### src/sv/wrdl_pkg.sv
// Package of the speculation-length controller: widths, register codes,
// reset values and the structs passed between its modules. No dependencies.
package wrdl_pkg;

    localparam int WINDOW_LEN = 24;

    localparam int CNT_W  = 4;
    localparam int K_W    = 4;
    localparam int WARM_W = 8;
    localparam int PCT_W  = 7;
    localparam int DIR_W  = 2;
    localparam int IDX_W  = 3;
    localparam int DATA_W = 8;

    localparam int SLOT_W = (WINDOW_LEN > 1) ? $clog2(WINDOW_LEN) : 1;
    localparam int FILL_W = $clog2(WINDOW_LEN + 1);
    localparam int SUM_W  = $clog2(((1 << CNT_W) - 1) * WINDOW_LEN + 1);
    localparam int PROD_W = SUM_W + PCT_W;

    localparam logic [FILL_W-1:0] FILL_FULL = FILL_W'(WINDOW_LEN);
    localparam logic [SLOT_W-1:0] SLOT_LAST = SLOT_W'(WINDOW_LEN - 1);
    localparam logic [WARM_W-1:0] WARM_MAX  = '1;
    localparam logic [PCT_W-1:0]  PCT_HUNDRED = PCT_W'(100);

    localparam logic [IDX_W-1:0] REG_K_MIN     = IDX_W'(0);
    localparam logic [IDX_W-1:0] REG_K_MAX     = IDX_W'(1);
    localparam logic [IDX_W-1:0] REG_K_START   = IDX_W'(2);
    localparam logic [IDX_W-1:0] REG_WARMUP    = IDX_W'(3);
    localparam logic [IDX_W-1:0] REG_RAISE_PCT = IDX_W'(4);
    localparam logic [IDX_W-1:0] REG_LOWER_PCT = IDX_W'(5);

    localparam logic [K_W-1:0]    K_MIN_RST     = K_W'(2);
    localparam logic [K_W-1:0]    K_MAX_RST     = K_W'(12);
    localparam logic [K_W-1:0]    K_START_RST   = K_W'(2);
    localparam logic [WARM_W-1:0] WARMUP_RST    = WARM_W'(32);
    localparam logic [PCT_W-1:0]  RAISE_PCT_RST = PCT_W'(85);
    localparam logic [PCT_W-1:0]  LOWER_PCT_RST = PCT_W'(55);

    typedef enum logic [DIR_W-1:0] {
        DIR_SAME = 2'd0,
        DIR_UP   = 2'd1,
        DIR_DOWN = 2'd2
    } dir_t;

    typedef struct packed {
        logic [K_W-1:0]    k_min;
        logic [K_W-1:0]    k_max;
        logic [K_W-1:0]    k_start;
        logic [WARM_W-1:0] warmup_tokens;
        logic [PCT_W-1:0]  raise_pct;
        logic [PCT_W-1:0]  lower_pct;
    } cfg_t;

    typedef struct packed {
        logic           load;
        logic [K_W-1:0] value;
    } k_load_t;

    typedef struct packed {
        logic             valid;
        logic             adjust_en;
        logic [SUM_W-1:0] prop_sum;
        logic [SUM_W-1:0] acc_sum;
    } win_status_t;

endpackage

### src/sv/window_rate_draft_length_ctrl_top.sv
// Channel  | Direction | Ports                                    | Word
// ---------+-----------+------------------------------------------+-----------------------------
// s_       | in        | s_valid, s_ready                         | s_proposed, s_accepted
// m_       | out       | m_valid, m_ready                         | m_k_now, m_direction
// cfg_     | in        | cfg_valid, cfg_ready                     | cfg_index, cfg_data
//
// A word passes the window stage, the sum stage and the result register in that order.
// One word can enter every cycle while the result channel does not stall. The window memory
// is read when a word enters and written back as the word leaves the window stage; the length
// comparison feeds the result register. Reset is synchronous and active low; no clearing pass
// is needed after it. A stalled result holds only the stages behind it that are full.
// Top level of the speculation-length controller; depends on wrdl_pkg,
// wrdl_cfg_regs, wrdl_window and wrdl_adjust.
module window_rate_draft_length_ctrl_top (
    input  logic                        aclk,
    input  logic                        aresetn,
    input  logic                        s_valid,
    output logic                        s_ready,
    input  logic [wrdl_pkg::CNT_W-1:0]  s_proposed,
    input  logic [wrdl_pkg::CNT_W-1:0]  s_accepted,
    output logic                        m_valid,
    input  logic                        m_ready,
    output logic [wrdl_pkg::K_W-1:0]    m_k_now,
    output logic [wrdl_pkg::DIR_W-1:0]  m_direction,
    input  logic                        cfg_valid,
    output logic                        cfg_ready,
    input  logic [wrdl_pkg::IDX_W-1:0]  cfg_index,
    input  logic [wrdl_pkg::DATA_W-1:0] cfg_data
);

    wrdl_pkg::cfg_t        cfg;
    wrdl_pkg::k_load_t     k_load;
    wrdl_pkg::win_status_t status;
    logic                  adj_ready;

    wrdl_cfg_regs u_cfg (
        .aclk      (aclk),
        .aresetn   (aresetn),
        .cfg_valid (cfg_valid),
        .cfg_ready (cfg_ready),
        .cfg_index (cfg_index),
        .cfg_data  (cfg_data),
        .cfg       (cfg),
        .k_load    (k_load)
    );

    wrdl_window u_window (
        .aclk       (aclk),
        .aresetn    (aresetn),
        .s_valid    (s_valid),
        .s_ready    (s_ready),
        .s_proposed (s_proposed),
        .s_accepted (s_accepted),
        .cfg        (cfg),
        .adj_ready  (adj_ready),
        .status     (status)
    );

    wrdl_adjust u_adjust (
        .aclk        (aclk),
        .aresetn     (aresetn),
        .status      (status),
        .cfg         (cfg),
        .k_load      (k_load),
        .adj_ready   (adj_ready),
        .m_valid     (m_valid),
        .m_ready     (m_ready),
        .m_k_now     (m_k_now),
        .m_direction (m_direction)
    );

endmodule

### src/sv/wrdl_cfg_regs.sv
// Configuration register file of the speculation-length controller.
// Depends on wrdl_pkg; signals a reload of the length on a k_start write.
module wrdl_cfg_regs (
    input  logic                        aclk,
    input  logic                        aresetn,
    input  logic                        cfg_valid,
    output logic                        cfg_ready,
    input  logic [wrdl_pkg::IDX_W-1:0]  cfg_index,
    input  logic [wrdl_pkg::DATA_W-1:0] cfg_data,
    output wrdl_pkg::cfg_t              cfg,
    output wrdl_pkg::k_load_t           k_load
);

    wrdl_pkg::cfg_t cfg_reg;
    wrdl_pkg::cfg_t cfg_next;
    logic           wr_en;

    assign cfg_ready = 1'b1;
    assign wr_en     = cfg_valid && cfg_ready;
    assign cfg       = cfg_reg;

    always_comb begin
        cfg_next     = cfg_reg;
        k_load.load  = 1'b0;
        k_load.value = cfg_data[wrdl_pkg::K_W-1:0];
        if (wr_en) begin
            unique case (cfg_index)
                wrdl_pkg::REG_K_MIN: begin
                    cfg_next.k_min = cfg_data[wrdl_pkg::K_W-1:0];
                end
                wrdl_pkg::REG_K_MAX: begin
                    cfg_next.k_max = cfg_data[wrdl_pkg::K_W-1:0];
                end
                wrdl_pkg::REG_K_START: begin
                    cfg_next.k_start = cfg_data[wrdl_pkg::K_W-1:0];
                    k_load.load      = 1'b1;
                end
                wrdl_pkg::REG_WARMUP: begin
                    cfg_next.warmup_tokens = cfg_data[wrdl_pkg::WARM_W-1:0];
                end
                wrdl_pkg::REG_RAISE_PCT: begin
                    cfg_next.raise_pct = cfg_data[wrdl_pkg::PCT_W-1:0];
                end
                wrdl_pkg::REG_LOWER_PCT: begin
                    cfg_next.lower_pct = cfg_data[wrdl_pkg::PCT_W-1:0];
                end
                default: begin
                    cfg_next = cfg_reg;
                end
            endcase
        end
    end

    always_ff @(posedge aclk) begin
        if (!aresetn) begin
            cfg_reg.k_min         <= wrdl_pkg::K_MIN_RST;
            cfg_reg.k_max         <= wrdl_pkg::K_MAX_RST;
            cfg_reg.k_start       <= wrdl_pkg::K_START_RST;
            cfg_reg.warmup_tokens <= wrdl_pkg::WARMUP_RST;
            cfg_reg.raise_pct     <= wrdl_pkg::RAISE_PCT_RST;
            cfg_reg.lower_pct     <= wrdl_pkg::LOWER_PCT_RST;
        end else begin
            cfg_reg <= cfg_next;
        end
    end

endmodule

### src/sv/wrdl_window.sv
// Window memory, slot and fill tracking, warmup counter and running sums.
// Depends on wrdl_pkg; feeds window sums to wrdl_adjust through a struct.
module wrdl_window (
    input  logic                       aclk,
    input  logic                       aresetn,
    input  logic                       s_valid,
    output logic                       s_ready,
    input  logic [wrdl_pkg::CNT_W-1:0] s_proposed,
    input  logic [wrdl_pkg::CNT_W-1:0] s_accepted,
    input  wrdl_pkg::cfg_t             cfg,
    input  logic                       adj_ready,
    output wrdl_pkg::win_status_t      status
);

    localparam int ENTRY_W = 2 * wrdl_pkg::CNT_W;

    logic [ENTRY_W-1:0] mem [wrdl_pkg::WINDOW_LEN];

    logic [wrdl_pkg::SLOT_W-1:0] slot_reg;
    logic [wrdl_pkg::SLOT_W-1:0] slot_next;
    logic [wrdl_pkg::FILL_W-1:0] fill_reg;
    logic [wrdl_pkg::FILL_W-1:0] fill_next;
    logic [wrdl_pkg::WARM_W-1:0] warm_reg;
    logic [wrdl_pkg::WARM_W-1:0] warm_next;
    logic [wrdl_pkg::WARM_W:0]   warm_sum;

    logic [wrdl_pkg::CNT_W-1:0] acc_clamp;
    logic                       rejected;

    logic                        s1_valid_reg;
    logic [wrdl_pkg::CNT_W-1:0]  prop1_reg;
    logic [wrdl_pkg::CNT_W-1:0]  acc1_reg;
    logic [wrdl_pkg::SLOT_W-1:0] slot1_reg;
    logic                        old_valid1_reg;
    logic                        en1_reg;
    logic [ENTRY_W-1:0]          rdata_reg;
    logic                        fwd_hit_reg;
    logic [ENTRY_W-1:0]          fwd_data_reg;

    logic                       s2_valid_reg;
    logic                       en2_reg;
    logic [wrdl_pkg::SUM_W-1:0] prop_sum_reg;
    logic [wrdl_pkg::SUM_W-1:0] prop_sum_next;
    logic [wrdl_pkg::SUM_W-1:0] acc_sum_reg;
    logic [wrdl_pkg::SUM_W-1:0] acc_sum_next;

    logic               accept;
    logic               s1_fire;
    logic               s2_fire;
    logic [ENTRY_W-1:0] old_entry;
    logic [wrdl_pkg::CNT_W-1:0] old_prop;
    logic [wrdl_pkg::CNT_W-1:0] old_acc;

    assign s2_fire = s2_valid_reg && adj_ready;
    assign s1_fire = s1_valid_reg && (!s2_valid_reg || s2_fire);
    assign s_ready = !s1_valid_reg || s1_fire;
    assign accept  = s_valid && s_ready;

    always_comb begin
        acc_clamp = (s_accepted > s_proposed) ? s_proposed : s_accepted;
        rejected  = s_proposed > acc_clamp;
        warm_sum  = {1'b0, warm_reg} + (wrdl_pkg::WARM_W + 1)'(acc_clamp)
                  + (wrdl_pkg::WARM_W + 1)'(rejected);
        warm_next = (warm_sum > {1'b0, wrdl_pkg::WARM_MAX}) ? wrdl_pkg::WARM_MAX
                                                              : warm_sum[wrdl_pkg::WARM_W-1:0];
        slot_next = (slot_reg == wrdl_pkg::SLOT_LAST) ? '0
                                                      : slot_reg + wrdl_pkg::SLOT_W'(1);
        fill_next = (fill_reg < wrdl_pkg::FILL_FULL) ? fill_reg + wrdl_pkg::FILL_W'(1)
                                                     : fill_reg;
    end

    always_comb begin
        old_entry     = fwd_hit_reg ? fwd_data_reg : rdata_reg;
        old_prop      = old_valid1_reg ? old_entry[ENTRY_W-1:wrdl_pkg::CNT_W] : '0;
        old_acc       = old_valid1_reg ? old_entry[wrdl_pkg::CNT_W-1:0] : '0;
        prop_sum_next = prop_sum_reg - wrdl_pkg::SUM_W'(old_prop)
                      + wrdl_pkg::SUM_W'(prop1_reg);
        acc_sum_next  = acc_sum_reg - wrdl_pkg::SUM_W'(old_acc)
                      + wrdl_pkg::SUM_W'(acc1_reg);
    end

    always_ff @(posedge aclk) begin
        if (accept) begin
            rdata_reg <= mem[slot_reg];
        end
        if (s1_fire) begin
            mem[slot1_reg] <= {prop1_reg, acc1_reg};
        end
    end

    always_ff @(posedge aclk) begin
        if (accept) begin
            prop1_reg      <= s_proposed;
            acc1_reg       <= acc_clamp;
            slot1_reg      <= slot_reg;
            old_valid1_reg <= (fill_reg == wrdl_pkg::FILL_FULL);
            en1_reg        <= (warm_next >= cfg.warmup_tokens)
                           && (fill_next == wrdl_pkg::FILL_FULL);
            fwd_hit_reg    <= s1_fire && (slot1_reg == slot_reg);
            fwd_data_reg   <= {prop1_reg, acc1_reg};
        end
        if (s1_fire) begin
            en2_reg <= en1_reg;
        end
    end

    always_ff @(posedge aclk) begin
        if (!aresetn) begin
            slot_reg     <= '0;
            fill_reg     <= '0;
            warm_reg     <= '0;
            s1_valid_reg <= 1'b0;
            s2_valid_reg <= 1'b0;
            prop_sum_reg <= '0;
            acc_sum_reg  <= '0;
        end else begin
            if (accept) begin
                slot_reg <= slot_next;
                fill_reg <= fill_next;
                warm_reg <= warm_next;
            end
            if (accept) begin
                s1_valid_reg <= 1'b1;
            end else if (s1_fire) begin
                s1_valid_reg <= 1'b0;
            end
            if (s1_fire) begin
                s2_valid_reg <= 1'b1;
                prop_sum_reg <= prop_sum_next;
                acc_sum_reg  <= acc_sum_next;
            end else if (s2_fire) begin
                s2_valid_reg <= 1'b0;
            end
        end
    end

    assign status.valid     = s2_valid_reg;
    assign status.adjust_en = en2_reg;
    assign status.prop_sum  = prop_sum_reg;
    assign status.acc_sum   = acc_sum_reg;

endmodule

### src/sv/wrdl_adjust.sv
// Rate comparison, length register and result register of the controller.
// Depends on wrdl_pkg; takes window sums from wrdl_window.
module wrdl_adjust (
    input  logic                       aclk,
    input  logic                       aresetn,
    input  wrdl_pkg::win_status_t      status,
    input  wrdl_pkg::cfg_t             cfg,
    input  wrdl_pkg::k_load_t          k_load,
    output logic                       adj_ready,
    output logic                       m_valid,
    input  logic                       m_ready,
    output logic [wrdl_pkg::K_W-1:0]   m_k_now,
    output logic [wrdl_pkg::DIR_W-1:0] m_direction
);

    logic [wrdl_pkg::K_W-1:0] k_reg;
    logic [wrdl_pkg::K_W-1:0] k_next;
    logic                     out_valid_reg;
    logic [wrdl_pkg::K_W-1:0] k_out_reg;
    wrdl_pkg::dir_t           dir_out_reg;
    wrdl_pkg::dir_t           dir_next;

    logic [wrdl_pkg::PROD_W-1:0] acc_scaled;
    logic [wrdl_pkg::PROD_W-1:0] raise_limit;
    logic [wrdl_pkg::PROD_W-1:0] lower_limit;
    logic                        above;
    logic                        below;
    logic                        fire;

    assign adj_ready = !out_valid_reg || m_ready;
    assign fire      = status.valid && adj_ready;

    always_comb begin
        acc_scaled  = wrdl_pkg::PROD_W'(status.acc_sum)
                    * wrdl_pkg::PROD_W'(wrdl_pkg::PCT_HUNDRED);
        raise_limit = wrdl_pkg::PROD_W'(cfg.raise_pct) * wrdl_pkg::PROD_W'(status.prop_sum);
        lower_limit = wrdl_pkg::PROD_W'(cfg.lower_pct) * wrdl_pkg::PROD_W'(status.prop_sum);
        above       = acc_scaled > raise_limit;
        if (status.prop_sum == '0) begin
            below = cfg.lower_pct != '0;
        end else begin
            below = acc_scaled < lower_limit;
        end
    end

    always_comb begin
        k_next   = k_reg;
        dir_next = wrdl_pkg::DIR_SAME;
        if (status.adjust_en && above && (k_reg < cfg.k_max)) begin
            k_next   = k_reg + wrdl_pkg::K_W'(1);
            dir_next = wrdl_pkg::DIR_UP;
        end else if (status.adjust_en && below && (k_reg > cfg.k_min)) begin
            k_next   = k_reg - wrdl_pkg::K_W'(1);
            dir_next = wrdl_pkg::DIR_DOWN;
        end
    end

    always_ff @(posedge aclk) begin
        if (fire) begin
            k_out_reg   <= k_next;
            dir_out_reg <= dir_next;
        end
    end

    always_ff @(posedge aclk) begin
        if (!aresetn) begin
            k_reg         <= wrdl_pkg::K_START_RST;
            out_valid_reg <= 1'b0;
        end else begin
            if (k_load.load) begin
                k_reg <= k_load.value;
            end else if (fire) begin
                k_reg <= k_next;
            end
            if (fire) begin
                out_valid_reg <= 1'b1;
            end else if (m_ready) begin
                out_valid_reg <= 1'b0;
            end
        end
    end

    assign m_valid     = out_valid_reg;
    assign m_k_now     = k_out_reg;
    assign m_direction = dir_out_reg;

endmodule

### config.mk
export PLATFORM = sky130hd
export DESIGN_NAME = window_rate_draft_length_ctrl_top
export DESIGN_NICKNAME = d
export VERILOG_FILES = /design/src/sv/wrdl_pkg.sv /design/src/sv/window_rate_draft_length_ctrl_top.sv /design/src/sv/wrdl_cfg_regs.sv /design/src/sv/wrdl_window.sv /design/src/sv/wrdl_adjust.sv
export SDC_FILE = /design/constraint.sdc
export NUM_CORES = 1
export LEC_CHECK = 0
export BUFFER_PORTS_ARGS = -buffer_cell sky130_fd_sc_hd__buf_2
export CAP_MARGIN = 20
export CORE_MARGIN = 8
export CORE_UTILIZATION = 30
export DETAILED_ROUTE_END_ITERATION = 6
export GPL_ROUTABILITY_DRIVEN = 0
export SLEW_MARGIN = 40
export SYNTH_ARGS = -nofsm -noshare
export SYNTH_HDL_FRONTEND = slang
export SYNTH_SLANG_ARGS = --single-unit
### constraint.sdc
create_clock -name aclk -period 9.2 [get_ports aclk]
set_clock_uncertainty 0.15 [all_clocks]
set_input_delay 0.46 -clock aclk [delete_from_list [all_inputs] [get_ports aclk]]
set_output_delay 0.46 -clock aclk [all_outputs]
set_load 0.1 [all_outputs]
---- Word-level counts from Yosys, hierarchy flattened ----
Memory sizes are Yosys's and may differ from the RTL's. A register that Yosys moved wholly into a read port is not among the register bits.
Index checks and enable logic that the tools add are counted.
storage, ports and cells
  flip-flop bits (word level) ............. 104
  bits in writable memories ............... 192
  output and inout bits ................... 9
  word-level logic and storage cells ...... 106
  memories ................................ 1
operators by class
  add/sub/neg operators ................... 10
  multiply operators ...................... 3
  $lt $le $gt $ge ......................... 9
  equal/unequal tests ..................... 9
  multiplexer cells ....................... 23
  reductions and logical operators ........ 27
memory list
  memory        words  bits a word  rd ports  clocked after memory_dff  write ports  RTL line           RTL
  u_window.mem  24     8            1         1                         1            wrdl_window.sv:17  logic [ENTRY_W-1:0] mem [wrdl_pkg::WINDOW_LEN];
operator list
  cell                    number
  $mul A7 B9 Y16          2
  $mux W4                 7
  $add A9 B4 Y9           2
  $sub A9 B4 Y9           2
  $gt A16 B16 Y1          1
  $lt A16 B16 Y1          1
  $mux W8                 2
  $eq A5 B5 Y1 const B    3
  $mul A9 B5 Y14 const B  1
  $gt A4 B4 Y1            3
  $mux W1                 11
  $add A5 B1 Y5 const B   2
  $mux W5                 2
  $reduce_and A2 Y1       5
  $add A8 B4 Y9           1
  $add A9 B1 Y9           1
  $gt A9 B8 Y1 const B    1
  $logic_and A1 B1 Y1     9
  $logic_not A9 Y1        1
  $ge A8 B8 Y1            1
  $reduce_bool A2 Y1      4
  $reduce_bool A7 Y1      1
  $eq A3 B2 Y1 const B    2
  $eq A3 B3 Y1 const B    2
  other kinds (10)        14

---- Longest topological paths before layout ----
  word-level depth ........................ 9
  mapped depth ............................ 29

---- Modules after synthesis ----
Synthesis repeated with hierarchy kept, for this count alone.
second synthesis, totals
  cell total of the unflattened synthesis .. 1633
  area, all modules ....................... 19321.0 µm²
by module, submodules not included
  module         times used  cells an instance  area an instance (µm²)  seq. area each (µm²)
  wrdl_window    1           780                11745.0                 7517.2
  wrdl_adjust    1           712                6133.4                  280.3
  wrdl_cfg_regs  1           141                1442.6                  680.7

---- Worst setup path before layout ----
No wires, ideal clock.
  kind .................................... flip-flop to flip-flop
  from .................................... register u_window.prop_sum_reg[3] (netlist name)
  to ...................................... register u_adjust.k_out_reg, in the netlist u_adjust.m_k_now[3], data pin
  setup time .............................. 0.260 ns
  arrival time ............................ 6.260 ns
  data required time ...................... 8.790 ns
  slack ................................... 2.530 ns
  cell stages (with the launch flop) ...... 27
  clock period less this slack ............ 6.670 ns
  cells stage by stage .................... dfxtp_1 -> clkbuf_1 -> clkbuf_1 -> nand2_1 -> fa_1 -> inv_1 -> fa_1 -> fa_1 -> inv_1 -> fa_1 -> inv_1 -> ha_1 -> and3_1 -> a31oi_1 -> a21oi_1 -> a21o_1 -> a21oi_1 -> xnor2_1 -> ha_1 -> and4_1 -> and3_1 -> or4_1 -> a41o_2 -> a31oi_4 -> and2b_4 -> a21boi_2 -> xnor2_1
on the way
  longest elaborated chain between the ends .. 7
  elaborated cells between the ends (all ways) .. 12
  those cells by class .................... 2 x mul; 2 x order compare; 3 x mux; 5 x reduce/logical
RTL lines
  element                           RTL line            RTL
  from (decl)                       wrdl_window.sv:42   logic [wrdl_pkg::SUM_W-1:0] prop_sum_reg;
  from (signal assigned)            wrdl_window.sv:129  prop_sum_reg <= prop_sum_next;
  $mul A7 B9 Y16                    wrdl_adjust.sv:37   lower_limit = wrdl_pkg::PROD_W'(cfg.lower_pct) * wrdl_pkg::PROD_W'(status.prop_sum);
  $lt A16 B16 Y1                    wrdl_adjust.sv:42   below = acc_scaled < lower_limit;
  $mux W1                           wrdl_adjust.sv:39   if (status.prop_sum == '0) begin
  $logic_and A1 B1 Y1 (2 in a row)  wrdl_adjust.sv:52   end else if (status.adjust_en && below && (k_reg > cfg.k_min)) begin
  $mux W4                           wrdl_adjust.sv:52
  $mux W4 *                         wrdl_adjust.sv:49   if (status.adjust_en && above && (k_reg < cfg.k_max)) begin
  net u_adjust.k_next, one bit      wrdl_adjust.sv:17   logic [wrdl_pkg::K_W-1:0] k_next;
  to (signal assigned)              wrdl_adjust.sv:60   k_out_reg <= k_next;
  to (decl)                         wrdl_adjust.sv:19   logic [wrdl_pkg::K_W-1:0] k_out_reg;
Mark *: on every way through the listed nets, which the timed path passes. The rest lies on a longest branch.
A chain may end at the register's enable or synchronous reset.

---- Final worst setup path ----
  from .................................... register u_window.prop_sum_reg[2] (netlist name)
  to ...................................... register u_adjust.k_out_reg, in the netlist u_adjust.m_k_now[2], data pin
The elaborated chain is that of the path after synthesis.

==> run summary <==
The largest total area in the synthesized netlist belongs to sky130_fd_sc_hd__edfxtp_1. The routed wirelength normalized by instance count works out to 16.25 um. The layout overhead on the synthesized area works out to 11.59%.

Count of flip-flops with a built-in enable after synthesis: 231. For this run, the leading register cell type out of synthesis is sky130_fd_sc_hd__edfxtp_1. The setup-violating endpoint count in the final report is 0. Ranked by instance count, the synthesized netlist is headed by sky130_fd_sc_hd__edfxtp_1, sky130_fd_sc_hd__inv_1, sky130_fd_sc_hd__nand2_1. The worst-case IR drop observed on VDD is 0.0001431 V. Port buffering added 31 buffers. For the pin with the worst max-slew slack, the measured transition is 0.8255 ns.

Counting flops and latches in the post-synthesis netlist gives 304. For the final count of pins violating max slew, the log shows 0. The tools report the largest net degree at the start of global routing as 54. Once the clock tree was built, the setup fixing pass inserted 0 buffers. Measured along the y axis, the die boundary spans 267.1 um.

Using the TritonRoute via totals, the vias-per-cell ratio works out to 4.772. The run finished with clean final reports. TritonCTS created 30 clock buffers. The flip-flop count of the largest register after layout works out to 192.

The largest single stage delay on the critical path is 0.77 ns. Data arrives at the worst endpoint at 7.22 ns. CTS saw 304 sinks. The maximum clock frequency was 141.5 MHz; the number of non-filler instances in the completed layout was 2545.

During I/O placement, the number of pins put on the boundary was 33. Setup repair after global routing left no endpoint under its margin. Total wire length after detailed routing: 41360 um. Sequential elements use 44.39% of the synthesized area. The launch instance of the worst register-to-register path was u_window.prop_sum_reg[2]. The logs give 0 ns for the setup TNS and 1402 uW for the net switching power. The net count reported at finish was 1959; the number of placed instances, taps included was 2480. The overall power consumption came out at 4231 uW.

The number of instances resized during post-cts repair was 0; the total number of placement rows was 92. In this run, distinct cell masters in the synthesized netlist total 70. Total power divided by cell area: 200.4 mW/mm2. The first global-routing pass estimated 66980 um of wire.

Detailed placement ended at an HPWL of 29850 um. The worst setup path is of the flop to flop kind. Of the total power, combinational logic draws 32.3%.

The level count of the clock H-tree was 1; the power share of the clock group was 29.5%. In this run the cell area of the synthesized design comes to 0.01892 mm2. Number of antenna violations at the first check in global routing: 0. On the critical path, the stage with the largest delay is an instance of sky130_fd_sc_hd__dfxtp_1. The logs give 0 for the detailed-route DRC error count and 0.02111 mm2 for the design area. By area the synthesized netlist is led by sky130_fd_sc_hd__edfxtp_1, sky130_fd_sc_hd__ha_1, sky130_fd_sc_hd__fa_1, sky130_fd_sc_hd__dfxtp_1, sky130_fd_sc_hd__mux4_2. The worst register-to-register path has a setup slack of 2.13 ns. The number of nets handed over by synthesis was 1941. Internal power comes to 2828 uW.

Number of cells produced by synthesis: 1659. Most frequently used cell type in the post-synthesis netlist: sky130_fd_sc_hd__edfxtp_1. The quantity of hold-fixing buffers added after cts was 9. The clock transition time at the flip-flop clock pins of the worst setup and hold paths was 0.06 ns. Root cell of the clock tree: sky130_fd_sc_hd__clkbuf_16. STA classifies the critical path startpoint as a flop. The first routing iteration left 829 violations. Path class of the lowest-slack min-delay path: input pin to flop. The top cell type by area accounts for 36.66% of the synthesized area. The post-synthesis area per instance was 11.40 um2; the number of buffers between clock root and the deepest sink was 3. The floorplan step defined a core boundary enclosing 0.06274 mm2. For the worst flop-to-flop path, the logic depth is 24. Portion of the clock cycle consumed by the worst path in the final layout: 76.84%. By instance count, the cell type seen most on the critical path is sky130_fd_sc_hd__fa_1. Of the cells placed in the final design, the portion with a size suffix greater than 1 is 10.18%.

For the worst setup path, the data required time is 9.35 ns. The logs give 0 for the max-cap violation count and 38.2% for the sequential share of power. The critical path starts at u_window.prop_sum_reg[2]. The number of nets with antenna violations after routing is 0, and the switching portion of total power is 33.15%.

The initial utilization of the core area, before any placement, comes to 30.16%. Sort of element at the end of the critical path: a flop. Measured against its own limit, the worst slew margin works out to 44.76%. The total iterations of the first detailed-routing run was 6; the total vias in the final route was 12145. For the floorplan die area, the log shows 0.07136 mm2. Traced cell by cell, the critical path runs through nand2_1 > fa_1 > inv_1 > fa_1 > fa_1 > inv_1 > fa_1 > inv_1 > ha_1 > and3_1 > a31oi_1 > a21oi_1 > a21o_1 > a21oi_1 > xnor2_1 > ha_1 > and4_1 > and3_1 > or4_1 > a41o_2 > a31oi_4 > and2b_4 > a22oi_2 > xnor2_1. Following the worst setup path forward leads to its endpoint at u_adjust.m_k_now[2]. For this run, the total global-route usage over all layers was measured as 11.57%. Counting flops with an async set or reset pin after synthesis yields a share of 0%. On the final layout, the worst hold slack is 0.06479 ns.

For the post-place instance area, the log shows 0.01997 mm2. The tools report the endpoint of the lowest-slack register-to-register path as u_adjust.m_k_now[2]. The number of hold violations in the final report came out at 0. The via count of the first global-routing pass was 12390. Overall die width: 267.1 um.

The synthesis warning total was 0; the latest clock arrival within the worst-skew pair was 0.60 ns. The smallest clock period supported by the final layout is computed as 7.069 ns. The cell leakage power came out at 0.008453 uW. TritonCTS built the clock tree. In this run the worst path has a maximum fanout of 18.

The number of antenna diodes in the final layout is 0. Overall overflow remaining after global route: 0.
## power by group through the flow
| stage | registers, uW | logic, uW | clock network, uW |
|---|---|---|---|
| floorplan | 1620 | 1020 | 0 |
| global placement | 1650 | 1310 | 0 |
| detailed placement | 1650 | 1350 | 0 |
| CTS | 1620 | 1370 | 1280 |
| global route | 1620 | 1560 | 1330 |
| finish | 1610 | 1370 | 1250 |
## worst max-delay path: cells and delay by family, from the launching register on
family,cells,cell delay (ns)
DFF,1,0.77
adders and majority gates,6,2.75
AOI/OAI and AO/OA,7,1.30
buffers and inverters,3,0.15
xor gates and xnor gates,2,0.26
and+or+nand+nor,6,1.42
## area by class of cell
class / instances / area (um2)
well taps: 846 / 1059
flip-flops and latches: 304 / 8403
clock buffers: 36 / 783.3
inverters: 210 / 793.3
fillers: 6156 / 41620
multi-input cells: 1079 / 9494
repair buffers: 52 / 365.4
clock inverters: 18 / 215.2
## cells by family after synthesis
group           Yosys count  share of synthesized area, %
buf+inv                 276                         5.568
xor+xnor                 66                         3.055
flops                   304                         44.39
fa+ha+maj               259                         20.37
compound gates          222                         7.479
mux                      77                         7.783
simple gates            454                         11.34
other cells               1                       0.01982
## layout by cell type, fill, tap and decap left out, types with 11 or more instances in the layout
master                      instances
sky130_fd_sc_hd__xnor2_1           39
sky130_fd_sc_hd__nor2b_1           22
sky130_fd_sc_hd__and3_1            11
sky130_fd_sc_hd__edfxtp_1         231
sky130_fd_sc_hd__mux4_2            56
sky130_fd_sc_hd__o21ai_0           32
sky130_fd_sc_hd__nor3_1            17
sky130_fd_sc_hd__nand2b_1          15
sky130_fd_sc_hd__a21oi_1           87
sky130_fd_sc_hd__nand3_1           26
sky130_fd_sc_hd__a31oi_1           17
sky130_fd_sc_hd__a21o_1            17
sky130_fd_sc_hd__buf_2             31
sky130_fd_sc_hd__and2_1            46
sky130_fd_sc_hd__ha_1             176
sky130_fd_sc_hd__mux2i_1           20
sky130_fd_sc_hd__xor2_1            27
sky130_fd_sc_hd__nand2_1          189
sky130_fd_sc_hd__clkbuf_16         30
sky130_fd_sc_hd__inv_1            207
sky130_fd_sc_hd__nor2_1            77
sky130_fd_sc_hd__dfxtp_1           71
sky130_fd_sc_hd__fa_1              82
## how the worst min path moves through the flow
stage	startpoint	cells after the start	to	slack [ns]
after floorplan	u_window.en1_reg	0	u_window.en2_reg	0.25
after global placement	u_window.en1_reg	0	u_window.en2_reg	0.26
after CTS	cfg_data[3]	3	u_cfg.cfg[17]	0.04
after detailed placement	u_window.en1_reg	0	u_window.en2_reg	0.27
after global routing	cfg_data[3]	3	u_cfg.cfg[17]	0.06
final	cfg_data[3]	3	u_cfg.cfg[17]	0.06
## routing by layer
layer	vias to the layer above	wire (um)	GRT usage [%]
met2	256	19670	19.48
met3	56	1788	1.671
met5	-	0	0
met1	6013	19080	15.76
li1	5820	-	-
met4	0	820	2.441
## stage by stage
stage / utilization [%] / worst slack, ns
global route: 33.65 / 1.729
detailed placement: 31.84 / 2.131
floorplan: - / 2.530
global placement: 31.76 / 2.261
finish: 33.65 / 2.131
CTS: 33.57 / 2.117
Note: power is estimated with default switching activity, not from simulation.
